### src/hw/rtl/lfu_slot_table_replace_defines.svh
// Assertion macros shared by the slot table design.
`ifndef LFU_SLOT_TABLE_REPLACE_DEFINES_SVH
`define LFU_SLOT_TABLE_REPLACE_DEFINES_SVH

// Same-cycle implication, sampled on clock, idle during reset.
`define LFUST_ASSERT_NOW(label, ante, cons) \
   label: assert property (@(posedge clock) disable iff (reset) (ante) |-> (cons)) \
      else $error("lfu_slot_table_replace: same-cycle check failed");

// Next-cycle implication, sampled on clock, idle during reset.
`define LFUST_ASSERT_NEXT(label, ante, cons) \
   label: assert property (@(posedge clock) disable iff (reset) (ante) |=> (cons)) \
      else $error("lfu_slot_table_replace: next-cycle check failed");

`endif

### src/hw/rtl/lfust_pkg.sv
// Types and constants of the LFU slot table.
`timescale 1ns / 1ps
`default_nettype none
package lfust_pkg;

   localparam int ID_W       = 7;
   localparam int COUNT_W    = 16;
   localparam int TIME_W     = 32;
   localparam int CFG_W      = 6;
   localparam int SLOT_OUT_W = 5;

   localparam logic [CFG_W-1:0]   ACTIVE_RESET = 6'd32;
   localparam logic [COUNT_W-1:0] COUNT_MAX    = 16'hFFFF;
   localparam logic [TIME_W-1:0]  TIME_MAX     = 32'hFFFF_FFFF;

   // One table entry as held in the slot RAM
   typedef struct packed {
      logic [ID_W-1:0]    id;
      logic [COUNT_W-1:0] count;
      logic [TIME_W-1:0]  stamp;
   } entry_type;

   // Controller to datapath
   typedef struct packed {
      logic start;   // latch request, reset scan
      logic issue;   // read next slot
      logic commit;  // write back and load result
   } cmd_type;

   // Datapath to controller
   typedef struct packed {
      logic scan_last;  // slot being issued is the last active one
   } stat_type;

endpackage
`default_nettype wire

### src/hw/rtl/lfust_channels.sv
// Request and response channel interfaces.
`timescale 1ns / 1ps
`default_nettype none
interface lfust_req_if;
   logic                     valid;
   logic                     ready;
   logic [lfust_pkg::ID_W-1:0] candidate;

   modport source (output valid, output candidate, input ready);
   modport sink   (input valid, input candidate, output ready);
endinterface

interface lfust_rsp_if;
   logic                             valid;
   logic                             ready;
   logic                             hit;
   logic [lfust_pkg::SLOT_OUT_W-1:0] slot;
   logic                             evicted_valid;
   logic [lfust_pkg::ID_W-1:0]       evicted_id;
   logic [lfust_pkg::COUNT_W-1:0]    new_count;

   modport source (output valid, output hit, output slot, output evicted_valid,
                   output evicted_id, output new_count, input ready);
   modport sink   (input valid, input hit, input slot, input evicted_valid,
                   input evicted_id, input new_count, output ready);
endinterface
`default_nettype wire

### src/hw/rtl/lfust_ram.sv
// Generic single-port RAM with registered read.
`timescale 1ns / 1ps
`default_nettype none
module lfust_ram #(
   parameter int WIDTH = 8,
   parameter int DEPTH = 32
) (
   input  wire logic                                       clock,
   input  wire logic                                       we,
   input  wire logic [((DEPTH > 1) ? $clog2(DEPTH) : 1)-1:0] addr,
   input  wire logic [WIDTH-1:0]                           wdata,
   output      logic [WIDTH-1:0]                           rdata
);
   logic [WIDTH-1:0] mem [DEPTH];

   always_ff @(posedge clock) begin
      if (we) begin
         mem[addr] <= wdata;
      end
      rdata <= mem[addr];
   end
endmodule
`default_nettype wire

### src/hw/rtl/lfust_ctrl.sv
// Controller: sequences accept, slot scan, write back and result hand-off.
`timescale 1ns / 1ps
`default_nettype none
module lfust_ctrl (
   input  wire logic                clock,
   input  wire logic                reset,
   input  wire logic                req_valid,
   output      logic                req_ready,
   output      logic                rsp_valid,
   input  wire logic                rsp_ready,
   output      lfust_pkg::cmd_type  cmd,
   input  wire lfust_pkg::stat_type stat
);
   import lfust_pkg::*;

   typedef enum logic [1:0] {
      IDLE,
      SCAN,
      DRAIN,
      COMMIT
   } state_type;

   state_type state_ff;
   logic      out_full_ff;
   logic      can_commit;

   // Result register can take a new result when empty or being drained
   assign can_commit = !out_full_ff || rsp_ready;

   assign req_ready  = (state_ff == IDLE);
   assign rsp_valid  = out_full_ff;
   assign cmd.start  = req_valid && req_ready;
   assign cmd.issue  = (state_ff == SCAN);
   assign cmd.commit = (state_ff == COMMIT) && can_commit;

   // State and result-valid flag
   always_ff @(posedge clock) begin
      if (reset) begin
         state_ff    <= IDLE;
         out_full_ff <= 1'b0;
      end else begin
         if (cmd.commit) begin
            out_full_ff <= 1'b1;
         end else if (rsp_ready) begin
            out_full_ff <= 1'b0;
         end
         unique case (state_ff)
            IDLE: begin
               if (cmd.start) begin
                  state_ff <= SCAN;
               end
            end
            SCAN: begin
               if (stat.scan_last) begin
                  state_ff <= DRAIN;
               end
            end
            DRAIN: begin
               state_ff <= COMMIT;
            end
            COMMIT: begin
               if (can_commit) begin
                  state_ff <= IDLE;
               end
            end
            default: begin
               state_ff <= IDLE;
            end
         endcase
      end
   end
endmodule
`default_nettype wire

### src/hw/rtl/lfust_dp.sv
// Datapath: slot RAM, valid bits, scan trackers, item counter and result register.
`timescale 1ns / 1ps
`default_nettype none
module lfust_dp #(
   parameter int SLOTS = 32
) (
   input  wire logic                               clock,
   input  wire logic                               reset,
   input  wire lfust_pkg::cmd_type                 cmd,
   output      lfust_pkg::stat_type                stat,
   input  wire logic [lfust_pkg::ID_W-1:0]         candidate,
   input  wire logic                               csr_we,
   input  wire logic [lfust_pkg::CFG_W-1:0]        csr_wdata,
   output      logic                               out_hit,
   output      logic [lfust_pkg::SLOT_OUT_W-1:0]   out_slot,
   output      logic                               out_evicted_valid,
   output      logic [lfust_pkg::ID_W-1:0]         out_evicted_id,
   output      logic [lfust_pkg::COUNT_W-1:0]      out_new_count
);
   import lfust_pkg::*;

   localparam int SLOT_W = (SLOTS > 1) ? $clog2(SLOTS) : 1;

   // Configuration and request context
   logic [CFG_W-1:0]  active_ff;
   logic [6:0]        cfg_ext;
   logic [6:0]        used;
   logic [SLOT_W-1:0] last_idx_ff;
   logic [ID_W-1:0]   want_ff;
   logic [TIME_W-1:0] item_cnt_ff;
   logic [TIME_W-1:0] now_ff;

   // Scan pipeline
   logic [SLOT_W-1:0] scan_idx_ff;
   logic              data_vld_ff;
   logic [SLOT_W-1:0] data_idx_ff;
   logic [SLOTS-1:0]  valid_ff;
   entry_type         rd_entry;
   logic              rd_valid;

   // Trackers
   logic               found_ff;
   logic [SLOT_W-1:0]  hit_idx_ff;
   logic [COUNT_W-1:0] hit_count_ff;
   logic [TIME_W-1:0]  hit_time_ff;
   logic               empty_ff;
   logic [SLOT_W-1:0]  empty_idx_ff;
   logic               best_set_ff;
   logic [SLOT_W-1:0]  best_idx_ff;
   logic [COUNT_W-1:0] best_count_ff;
   logic [TIME_W-1:0]  best_time_ff;
   logic [ID_W-1:0]    best_id_ff;
   logic               better;

   // Write back
   logic               evict;
   logic [SLOT_W-1:0]  target;
   logic [COUNT_W-1:0] hit_count_inc;
   entry_type          wr_entry;
   logic [SLOT_W-1:0]  ram_addr;

   // Clamp active slot count to 1..SLOTS, keep the last index
   assign cfg_ext = {1'b0, active_ff};
   always_comb begin
      priority if (cfg_ext == 7'd0) begin
         used = 7'd1;
      end else if (cfg_ext > 7'(SLOTS)) begin
         used = 7'(SLOTS);
      end else begin
         used = cfg_ext;
      end
   end

   always_ff @(posedge clock) begin
      if (reset) begin
         active_ff <= ACTIVE_RESET;
      end else if (csr_we) begin
         active_ff <= csr_wdata;
      end
   end

   // Request latch and saturating item counter
   always_ff @(posedge clock) begin
      if (reset) begin
         item_cnt_ff <= '0;
      end else if (cmd.start && item_cnt_ff != TIME_MAX) begin
         item_cnt_ff <= item_cnt_ff + 1'b1;
      end
   end

   always_ff @(posedge clock) begin
      if (cmd.start) begin
         want_ff     <= candidate;
         now_ff      <= item_cnt_ff;
         last_idx_ff <= SLOT_W'(used - 7'd1);
      end
   end

   // Scan address and read-data tag
   always_ff @(posedge clock) begin
      if (reset) begin
         scan_idx_ff <= '0;
         data_vld_ff <= 1'b0;
         data_idx_ff <= '0;
      end else begin
         data_vld_ff <= cmd.issue;
         data_idx_ff <= scan_idx_ff;
         if (cmd.start) begin
            scan_idx_ff <= '0;
         end else if (cmd.issue) begin
            scan_idx_ff <= scan_idx_ff + 1'b1;
         end
      end
   end

   assign stat.scan_last = (scan_idx_ff == last_idx_ff);

   // Slot storage
   assign ram_addr = cmd.commit ? target : scan_idx_ff;

   lfust_ram #(
      .WIDTH ($bits(entry_type)),
      .DEPTH (SLOTS)
   ) u_ram (
      .clock (clock),
      .we    (cmd.commit),
      .addr  (ram_addr),
      .wdata (wr_entry),
      .rdata (rd_entry)
   );

   assign rd_valid = valid_ff[data_idx_ff];

   // Victim order: least count, then oldest insertion, then lowest index
   assign better = !best_set_ff || (rd_entry.count < best_count_ff) ||
                   (rd_entry.count == best_count_ff && rd_entry.stamp < best_time_ff);

   // Hit, first empty and victim trackers
   always_ff @(posedge clock) begin
      if (reset) begin
         found_ff    <= 1'b0;
         empty_ff    <= 1'b0;
         best_set_ff <= 1'b0;
      end else if (cmd.start) begin
         found_ff    <= 1'b0;
         empty_ff    <= 1'b0;
         best_set_ff <= 1'b0;
      end else if (data_vld_ff) begin
         if (rd_valid && !found_ff && rd_entry.id == want_ff) begin
            found_ff <= 1'b1;
         end
         if (!rd_valid && !empty_ff) begin
            empty_ff <= 1'b1;
         end
         if (rd_valid && better) begin
            best_set_ff <= 1'b1;
         end
      end
   end

   always_ff @(posedge clock) begin
      if (data_vld_ff) begin
         if (rd_valid && !found_ff && rd_entry.id == want_ff) begin
            hit_idx_ff   <= data_idx_ff;
            hit_count_ff <= rd_entry.count;
            hit_time_ff  <= rd_entry.stamp;
         end
         if (!rd_valid && !empty_ff) begin
            empty_idx_ff <= data_idx_ff;
         end
         if (rd_valid && better) begin
            best_idx_ff   <= data_idx_ff;
            best_count_ff <= rd_entry.count;
            best_time_ff  <= rd_entry.stamp;
            best_id_ff    <= rd_entry.id;
         end
      end
   end

   // Target slot and entry to write back
   assign evict         = !found_ff && !empty_ff;
   assign hit_count_inc = (hit_count_ff == COUNT_MAX) ? COUNT_MAX : hit_count_ff + 1'b1;

   always_comb begin
      priority if (found_ff) begin
         target         = hit_idx_ff;
         wr_entry.id    = want_ff;
         wr_entry.count = hit_count_inc;
         wr_entry.stamp = hit_time_ff;
      end else if (empty_ff) begin
         target         = empty_idx_ff;
         wr_entry.id    = want_ff;
         wr_entry.count = COUNT_W'(1);
         wr_entry.stamp = now_ff;
      end else begin
         target         = best_idx_ff;
         wr_entry.id    = want_ff;
         wr_entry.count = COUNT_W'(1);
         wr_entry.stamp = now_ff;
      end
   end

   // Valid bits
   always_ff @(posedge clock) begin
      if (reset) begin
         valid_ff <= '0;
      end else if (cmd.commit) begin
         valid_ff[target] <= 1'b1;
      end
   end

   // Result register
   always_ff @(posedge clock) begin
      if (cmd.commit) begin
         out_hit           <= found_ff;
         out_slot          <= SLOT_OUT_W'(target);
         out_evicted_valid <= evict;
         out_evicted_id    <= evict ? best_id_ff : '0;
         out_new_count     <= found_ff ? hit_count_inc : COUNT_W'(1);
      end
   end
endmodule
`default_nettype wire

### src/hw/rtl/lfu_slot_table_replace.sv
// Top level of the LFU slot table with oldest-insertion tie break.
//
// Usage:
//   req_chan carries one candidate id per transaction (valid/ready). rsp_chan
//   returns one result per request: hit flag, slot now holding the id, the
//   evicted id if any, and the id's reference count after the request.
//   csr_we/csr_wdata write the active slot count; write only while idle.
// Timing:
//   A request is taken when idle, then the active slots (clamped to 1..SLOTS)
//   are read from the slot RAM one per cycle through its single port, then a
//   drain step and a write-back step follow.
//   The result appears on rsp_chan in the cycle after the write back.
// Stalls:
//   The result sits in an output register, so the next request is taken and
//   scanned while a result waits. Write back waits until that register frees.
// Reset:
//   Synchronous, active high. Clears all slot valid bits, the item counter and
//   the control state; active slot count returns to 32. RAM contents need no
//   clearing since unoccupied slots are never read as data.
`timescale 1ns / 1ps
`default_nettype none
`include "lfu_slot_table_replace_defines.svh"
module lfu_slot_table_replace #(
   parameter int SLOTS = 32
) (
   input  wire logic                        clock,
   input  wire logic                        reset,
   lfust_req_if.sink                        req_chan,
   lfust_rsp_if.source                      rsp_chan,
   input  wire logic                        csr_we,
   input  wire logic [lfust_pkg::CFG_W-1:0] csr_wdata
);
   import lfust_pkg::*;

   cmd_type  cmd;
   stat_type stat;

   lfust_ctrl u_ctrl (
      .clock     (clock),
      .reset     (reset),
      .req_valid (req_chan.valid),
      .req_ready (req_chan.ready),
      .rsp_valid (rsp_chan.valid),
      .rsp_ready (rsp_chan.ready),
      .cmd       (cmd),
      .stat      (stat)
   );

   lfust_dp #(
      .SLOTS (SLOTS)
   ) u_dp (
      .clock             (clock),
      .reset             (reset),
      .cmd               (cmd),
      .stat              (stat),
      .candidate         (req_chan.candidate),
      .csr_we            (csr_we),
      .csr_wdata         (csr_wdata),
      .out_hit           (rsp_chan.hit),
      .out_slot          (rsp_chan.slot),
      .out_evicted_valid (rsp_chan.evicted_valid),
      .out_evicted_id    (rsp_chan.evicted_id),
      .out_new_count     (rsp_chan.new_count)
   );

   // Checks
   `LFUST_ASSERT_NEXT(a_busy_after_accept, req_chan.valid && req_chan.ready, !req_chan.ready)
   `LFUST_ASSERT_NOW(a_hit_no_evict, rsp_chan.valid && rsp_chan.hit, !rsp_chan.evicted_valid)
   `LFUST_ASSERT_NOW(a_no_evict_zero_id, rsp_chan.valid && !rsp_chan.evicted_valid, rsp_chan.evicted_id == '0)
   `LFUST_ASSERT_NOW(a_miss_count_one, rsp_chan.valid && !rsp_chan.hit, rsp_chan.new_count == COUNT_W'(1))
endmodule
`default_nettype wire

### src/flat_wrapper.sv
// flat-port wrapper written by rule: the top's interface ports become plain ports
module lfu_slot_table_replace_flat import lfust_pkg::*;
#(
   parameter int SLOTS = 32
)
  (clock, reset, csr_we, csr_wdata, req_chan_valid, req_chan_candidate, req_chan_ready, rsp_chan_valid, rsp_chan_hit, rsp_chan_slot, rsp_chan_evicted_valid, rsp_chan_evicted_id, rsp_chan_new_count, rsp_chan_ready);
  lfust_req_if req_chan_i ();
  lfust_rsp_if rsp_chan_i ();
  input  wire logic clock;
  input  wire logic reset;
  input  wire logic csr_we;
  input  wire logic [lfust_pkg::CFG_W-1:0] csr_wdata;
  input wire logic [$bits(req_chan_i.valid)-1:0] req_chan_valid;
  input wire logic [$bits(req_chan_i.candidate)-1:0] req_chan_candidate;
  output wire logic [$bits(req_chan_i.ready)-1:0] req_chan_ready;
  output wire logic [$bits(rsp_chan_i.valid)-1:0] rsp_chan_valid;
  output wire logic [$bits(rsp_chan_i.hit)-1:0] rsp_chan_hit;
  output wire logic [$bits(rsp_chan_i.slot)-1:0] rsp_chan_slot;
  output wire logic [$bits(rsp_chan_i.evicted_valid)-1:0] rsp_chan_evicted_valid;
  output wire logic [$bits(rsp_chan_i.evicted_id)-1:0] rsp_chan_evicted_id;
  output wire logic [$bits(rsp_chan_i.new_count)-1:0] rsp_chan_new_count;
  input wire logic [$bits(rsp_chan_i.ready)-1:0] rsp_chan_ready;
  assign req_chan_i.valid = req_chan_valid;
  assign req_chan_i.candidate = req_chan_candidate;
  assign req_chan_ready = req_chan_i.ready;
  assign rsp_chan_valid = rsp_chan_i.valid;
  assign rsp_chan_hit = rsp_chan_i.hit;
  assign rsp_chan_slot = rsp_chan_i.slot;
  assign rsp_chan_evicted_valid = rsp_chan_i.evicted_valid;
  assign rsp_chan_evicted_id = rsp_chan_i.evicted_id;
  assign rsp_chan_new_count = rsp_chan_i.new_count;
  assign rsp_chan_i.ready = rsp_chan_ready;
  lfu_slot_table_replace #(.SLOTS(SLOTS)) u_core (.clock(clock), .reset(reset), .req_chan(req_chan_i), .rsp_chan(rsp_chan_i), .csr_we(csr_we), .csr_wdata(csr_wdata));
endmodule
### config.mk
export PLATFORM = sky130hd
export DESIGN_NAME = lfu_slot_table_replace_flat
export DESIGN_NICKNAME = d
export VERILOG_FILES = /design/src/hw/rtl/lfust_pkg.sv /design/src/hw/rtl/lfust_channels.sv /design/src/hw/rtl/lfust_ram.sv /design/src/hw/rtl/lfust_ctrl.sv /design/src/hw/rtl/lfust_dp.sv /design/src/hw/rtl/lfu_slot_table_replace.sv /design/src/flat_wrapper.sv
export VERILOG_INCLUDE_DIRS = /design/src /design/src/hw/rtl
export SDC_FILE = /design/constraint.sdc
export NUM_CORES = 2
export LEC_CHECK = 0
export BUFFER_PORTS_ARGS = -buffer_cell sky130_fd_sc_hd__buf_2
export CAP_MARGIN = 20
export CORE_AREA = 2 2 450 452
export DETAILED_ROUTE_END_ITERATION = 6
export DIE_AREA = 0 0 452 454
export PLACE_DENSITY = 0.59
export SETUP_SLACK_MARGIN = 0.1
export SLEW_MARGIN = 5
export SYNTH_ARGS = -nofsm -noshare
export SYNTH_HDL_FRONTEND = slang
export SYNTH_HIERARCHICAL = 1
export SYNTH_SLANG_ARGS = --single-unit
### constraint.sdc
create_clock -name clock -period 11.3 [get_ports clock]
set_clock_uncertainty 0.1 [all_clocks]
set_input_delay 1.695 -clock clock [delete_from_list [all_inputs] [get_ports clock]]
set_output_delay 1.695 -clock clock [all_outputs]
set_load 0.03 [all_outputs]
; Yosys cells after proc, flatten, opt, wreduce, memory -nomap -nowiden
; Memories as Yosys holds them, arrays and structs flattened. A register that Yosys moved wholly into a read port is not among the register bits.
; Cells that the tools add are included.
[totals]
register_bits = 279
out_inout_bits = 32
mem_bits_rw = 1760
input_bits = 18
n_memories = 1
elab_cells = 95
[classes]
addsub = 4
mux = 19
n_bitwise = 1
n_eq_ne = 11
order_cmp = 6
reduce_logical = 26
[mem_list]
columns = name, words, word_bits, rd, rd_ports_with_merged_regs, write_ports, line_no
row1 = u_core.u_dp.u_ram.mem, 32, 55, 1, 1, 1, lfust_ram.sv:14  ; logic [WIDTH-1:0] mem [DEPTH];
[ops]
columns = operator, n
row1 = $mux W48, 1
row2 = $add A32 B1 Y32 const B, 1
row3 = $lt A32 B32 Y1, 1
row4 = $ne A32 B32 Y1 const B, 1
row5 = $or A32 B32 Y32, 1
row6 = $mux W5, 5
row7 = $add A16 B1 Y16 const B, 1
row8 = $eq A16 B16 Y1, 1
row9 = $eq A16 B16 Y1 const B, 1
row10 = $lt A16 B16 Y1, 1
row11 = $mux W16, 1
row12 = $lt A5 B6 Y1 const B, 2
row13 = $logic_and A1 B1 Y1, 10
row14 = $pmux W2 S4, 1
row15 = $eq A7 B7 Y1, 1
row16 = $logic_not A7 Y1, 1
row17 = $gt A6 B6 Y1 const B, 1
row18 = $mux W1, 6
row19 = $mux W2, 3
row20 = $reduce_and A2 Y1, 3
row21 = $add A5 B1 Y5 const B, 1
row22 = $bmux W1 S5, 1
row23 = $demux W1 S5, 1
row24 = $eq A5 B5 Y1, 1
row25 = other kinds (12), 20

; Longest topological paths before layout
[logic_depth]
ltp_word = 7
depth_mapped = 12
depth_no_buf = 9

; Cells and area by module
; The synthesis kept the hierarchy.
[modules_own_cells]
columns = mod, seq_area_each_um2, n_inst, cells_per_inst, area_each_um2
row1 = lfust_ram, 53951.7, 1, 3559, 67855.1
row2 = lfust_dp, 7447.1, 1, 917, 11674.9
row3 = lfust_ctrl, 60.1, 1, 24, 215.2

; Least setup slack after synthesis
; OpenSTA, ideal clock, no wires.
[synth_path]
path_type = input to register
from = input rsp_chan_ready
to = memory u_core/u_dp/u_ram/mem[25][0] (netlist bit) (enable)
path_stages = 9
arrival_time_ns = 8.799
n_path_buf = 4
t_required_ns = 10.664
setup_time_ns = 0.536
setup_slack_ns = 1.866
cell_sequence = and2b_2 -> nor2b_1 -> clkbuf_1 -> mux2_2 -> buf_2 -> buf_2 -> buf_2 -> nand3b_1 -> nor3_1
[synth_rtl]
columns = element, line_no
row1 = from (decl), flat_wrapper.sv:22  ; input wire logic [$bits(rsp_chan_i.ready)-1:0] rsp_chan_ready;
row2 = to (decl), lfust_ram.sv:14

==> results.toml <==
[outcome]
outcome = "completed"

[sta]
slew_headroom = 0.105
post-route-min-period_ns = 6.15
finalHoldViolCount = 0
max_clock_freq_ghz = 0.163
slew_violations = 0
setup_ws_ns = 5.15
min_period_over_period = 0.544
sum_of_negative_setup_slack_ns = 0
setup_viol_count_final = 0
grt_setup_unrepaired = "false"
worst_slew_pin_slew_ns = 1.34

[power]
power_per_cell_area_nw_per_um2 = 201
p_leak_nw = 27.8
irDropWorstVdd_mv = 0.168
power_mw = 18.2

[logic_synthesis]
synth_top_cells_by_area = "edfxtp_1 74%, mux2i_1 11%, dfxtp_1 3.6%"
yosysTopAreaCell = "edfxtp_1"
synthesis.area_sq_um = 79700
yosys.area_share.xor_xnor = 0.00549
yosysWarnings = 6
syn-instance-count = 4500
yosys_register_bits = 2094
yosys_most_used_dff = "edfxtp_1"
synth_most_common_cell = "edfxtp_1"
synthArstFlopShare = 0
post_synth_fa_ha_maj_area_fraction = 0.00863
synth-simple-area-share = 0.0334
yosysUniqueCellTypes = 62
synth_compound_gate_area_share = 0.0444
synth_sequential_area_ratio = 0.771
synthMuxAreaShare = 0.120
synth.cells.most_frequent = "1,952 x edfxtp_1, 891 x mux2i_1, 440 x o22ai_1"
avgSynthCellArea_sq_um = 17.7
main_combinational_cell_family_by_area_after_synthesis = "multiplexers"
post-synth-top-area-fraction = 0.735
number_of_enable_type_register_cells_in_the_synthesized_netlist = 1952
mappedNetlistNets = 4573

[global_route]
gr-usage-all-layers = 0.210
antenna_found_initial = 9
grt_max_degree = 121
grt_pass1_wl_um = 310000
overflow = 0
vias_in_the_first_global_route = 41629

[route]
drcViolationCount = 0
drt-total-wl_um = 219000
drt_first_pass_iters = 5
post_drt_wl_per_cell_um = 29.1
routed_via_density = 5.70
detail-route-antenna-nets = 0
initial_drc_count = 5298
detailroute.via_count = 42861

[clock_network]
holdBufCountCts = 0
tritoncts = "built"
ctsHtreeMaxLevel = 4
clock_tree_buffer_depth = 3
root_buffer = "clkbuf_16"
cts_sinks = 2094
cts_setup_buffers = 0
clock_transition_at_the_register_clock_pins_on_the_worst_setup_and_hold_paths_after_cts_ns = 0.06
numCtsBuffers = 208
clock_latency_on_the_worst_skew_pair_ns = 0.86
cts-resized-gates = 0

[placement]
detailed_place_hpwl_um = 112000
dpl_cell_area_sq_um = 83600
post-place-cells = 7119
port_buffers = 49
gp_congestion = 0.782
place_ws_ns = 4.32

[job]
maxCapViolCount = 0

[cells_and_area]
flow.area_growth_from_synthesis_pct = 13.5
fill_cells = 17075
final_layout_size_suffix_gt1_frac = 0.124
layout.cells.non_filler = 7519
nets = 4733
post-route-cell-area_sq_um = 90500

[die]
floorplan.die_area_sq_um = 205000
core-area_sq_um = 201000
die_y_um = 454
top_level_ports = 50
num_rows = 165
initial_utilization = 0.397
die_w_um = 452

[critical_path]
criticalPathCategory = "in -> reg"
worst-path-max-fanout = 92
category_of_the_worst_setup_path_launch_point = "input pin"
crit_path_end_kind = "register"
worst_ep_required_time_ns = 11.91
critPathArrivalTime_ns = 6.76

[min_path]
timing.hold.worst.class = "reg -> reg"
-- registers in the layout, indices dropped and copies added (netlist names), 6 cells and up --
signal,flops
u_core/u_dp/u_ram/mem,1760
u_core/u_dp/u_ram/rdata,55
u_core/u_dp/best_time_ff,32
u_core/u_dp/hit_time_ff,32
u_core/u_dp/item_cnt_ff,32
u_core/u_dp/now_ff,32
u_core/u_dp/valid_ff,32
u_core/u_dp/best_count_ff,16
u_core/u_dp/hit_count_ff,16
u_core/u_dp/out_new_count,16
u_core/u_dp/best_id_ff,7
u_core/u_dp/out_evicted_id,7
u_core/u_dp/want_ff,7
u_core/u_dp/active_ff,6
-- cells by family after synthesis --
group,count (synthesis)
AOI/OAI and AO/OA,578
xor gates and xnor gates,50
adders and majority gates,55
buffers and inverters,287
DFF,2094
muxes,938
and+or+nand+nor,498
-- path summary, 6_finish.rpt --
path / startpoint / end / slack, ns / cells after the start
setup reg to reg: u_core/u_dp/empty_ff$_SDFFE_PP0P_ / u_core/u_dp/u_ram/rdata[54]$_DFF_P_ / 5.39 / 11
setup / recovery: rsp_chan_ready / u_core/u_dp/u_ram/rdata[54]$_DFF_P_ / 5.15 / 11
hold reg to reg: u_core/u_dp/u_ram/rdata[43]$_DFF_P_ / u_core/u_dp/best_count_ff[11]$_DFFE_PP_ / 0.35 / 0
hold / removal: u_core/u_dp/u_ram/rdata[43]$_DFF_P_ / u_core/u_dp/best_count_ff[11]$_DFFE_PP_ / 0.35 / 0
-- cells in the final DEF (no fill, tap or decap), types with 55 or more instances in the layout --
cell type / n
clkbuf_16: 208
buf_4: 119
nand2_1: 100
inv_1: 62
mux2i_1: 891
edfxtp_1: 1952
nor2_1: 99
ha_1: 55
o22ai_1: 440
a21oi_1: 75
dfxtp_1: 141
nor4_1: 111
-- metrics by stage --
stage | hold slack [ns] | util
5_1_grt | 0.381 | 0.451
4_1_cts | 0.347 | 0.450
3_3_place_gp | 0.343 | 0.416
6_report | 0.352 | 0.451
2_1_floorplan | 0.317 | -
3_5_place_dp | 0.349 | 0.416
-- worst max-delay path, cell delays in order --
cell and delay [ns]:
buf_2 0.08, and2b_2 0.23, nor2b_4 0.15, mux2_8 0.77, buf_4 0.90, buf_4 0.99, buf_4 0.71, mux2i_1 0.27
o22ai_1 0.10, nor4_1 0.46, nand2_1 0.09
-- power breakdown --
part / internal (mW) / switching, mW / total, mW
Sequential: 9.00 / 0.223 / 9.22
Combinational: 0.712 / 1.42 / 2.13
Clock: 3.83 / 2.99 / 6.83
Total: 13.5 / 4.63 / 18.2
-- per-layer routing --
| metal | routed length [um] | GRT usage | vias up |
|---|---|---|---|
| li1 | - | - | 18306 |
| met1 | 94100 | 0.302 | 22433 |
| met2 | 103000 | 0.334 | 1830 |
| met3 | 16800 | 0.0321 | 290 |
| met4 | 4560 | 0.0532 | 2 |
| met5 | 11 | 0 | - |
-- final cells by class --
| cell class | count | area [sq um] | area share |
|---|---|---|---|
| well taps | 2672 | 3340 | 0.0369 |
| multi-input cells | 2119 | 17400 | 0.192 |
| inverters | 62 | 233 | 0.00257 |
| flip-flops and latches | 2094 | 61500 | 0.679 |
| repair buffers | 175 | 1280 | 0.0141 |
| clock buffers | 273 | 5560 | 0.0614 |
| diodes | 1 | 2.50 | 0.0000277 |
| clock inverters | 123 | 1210 | 0.0134 |
(Power assumes the default switching activity.)
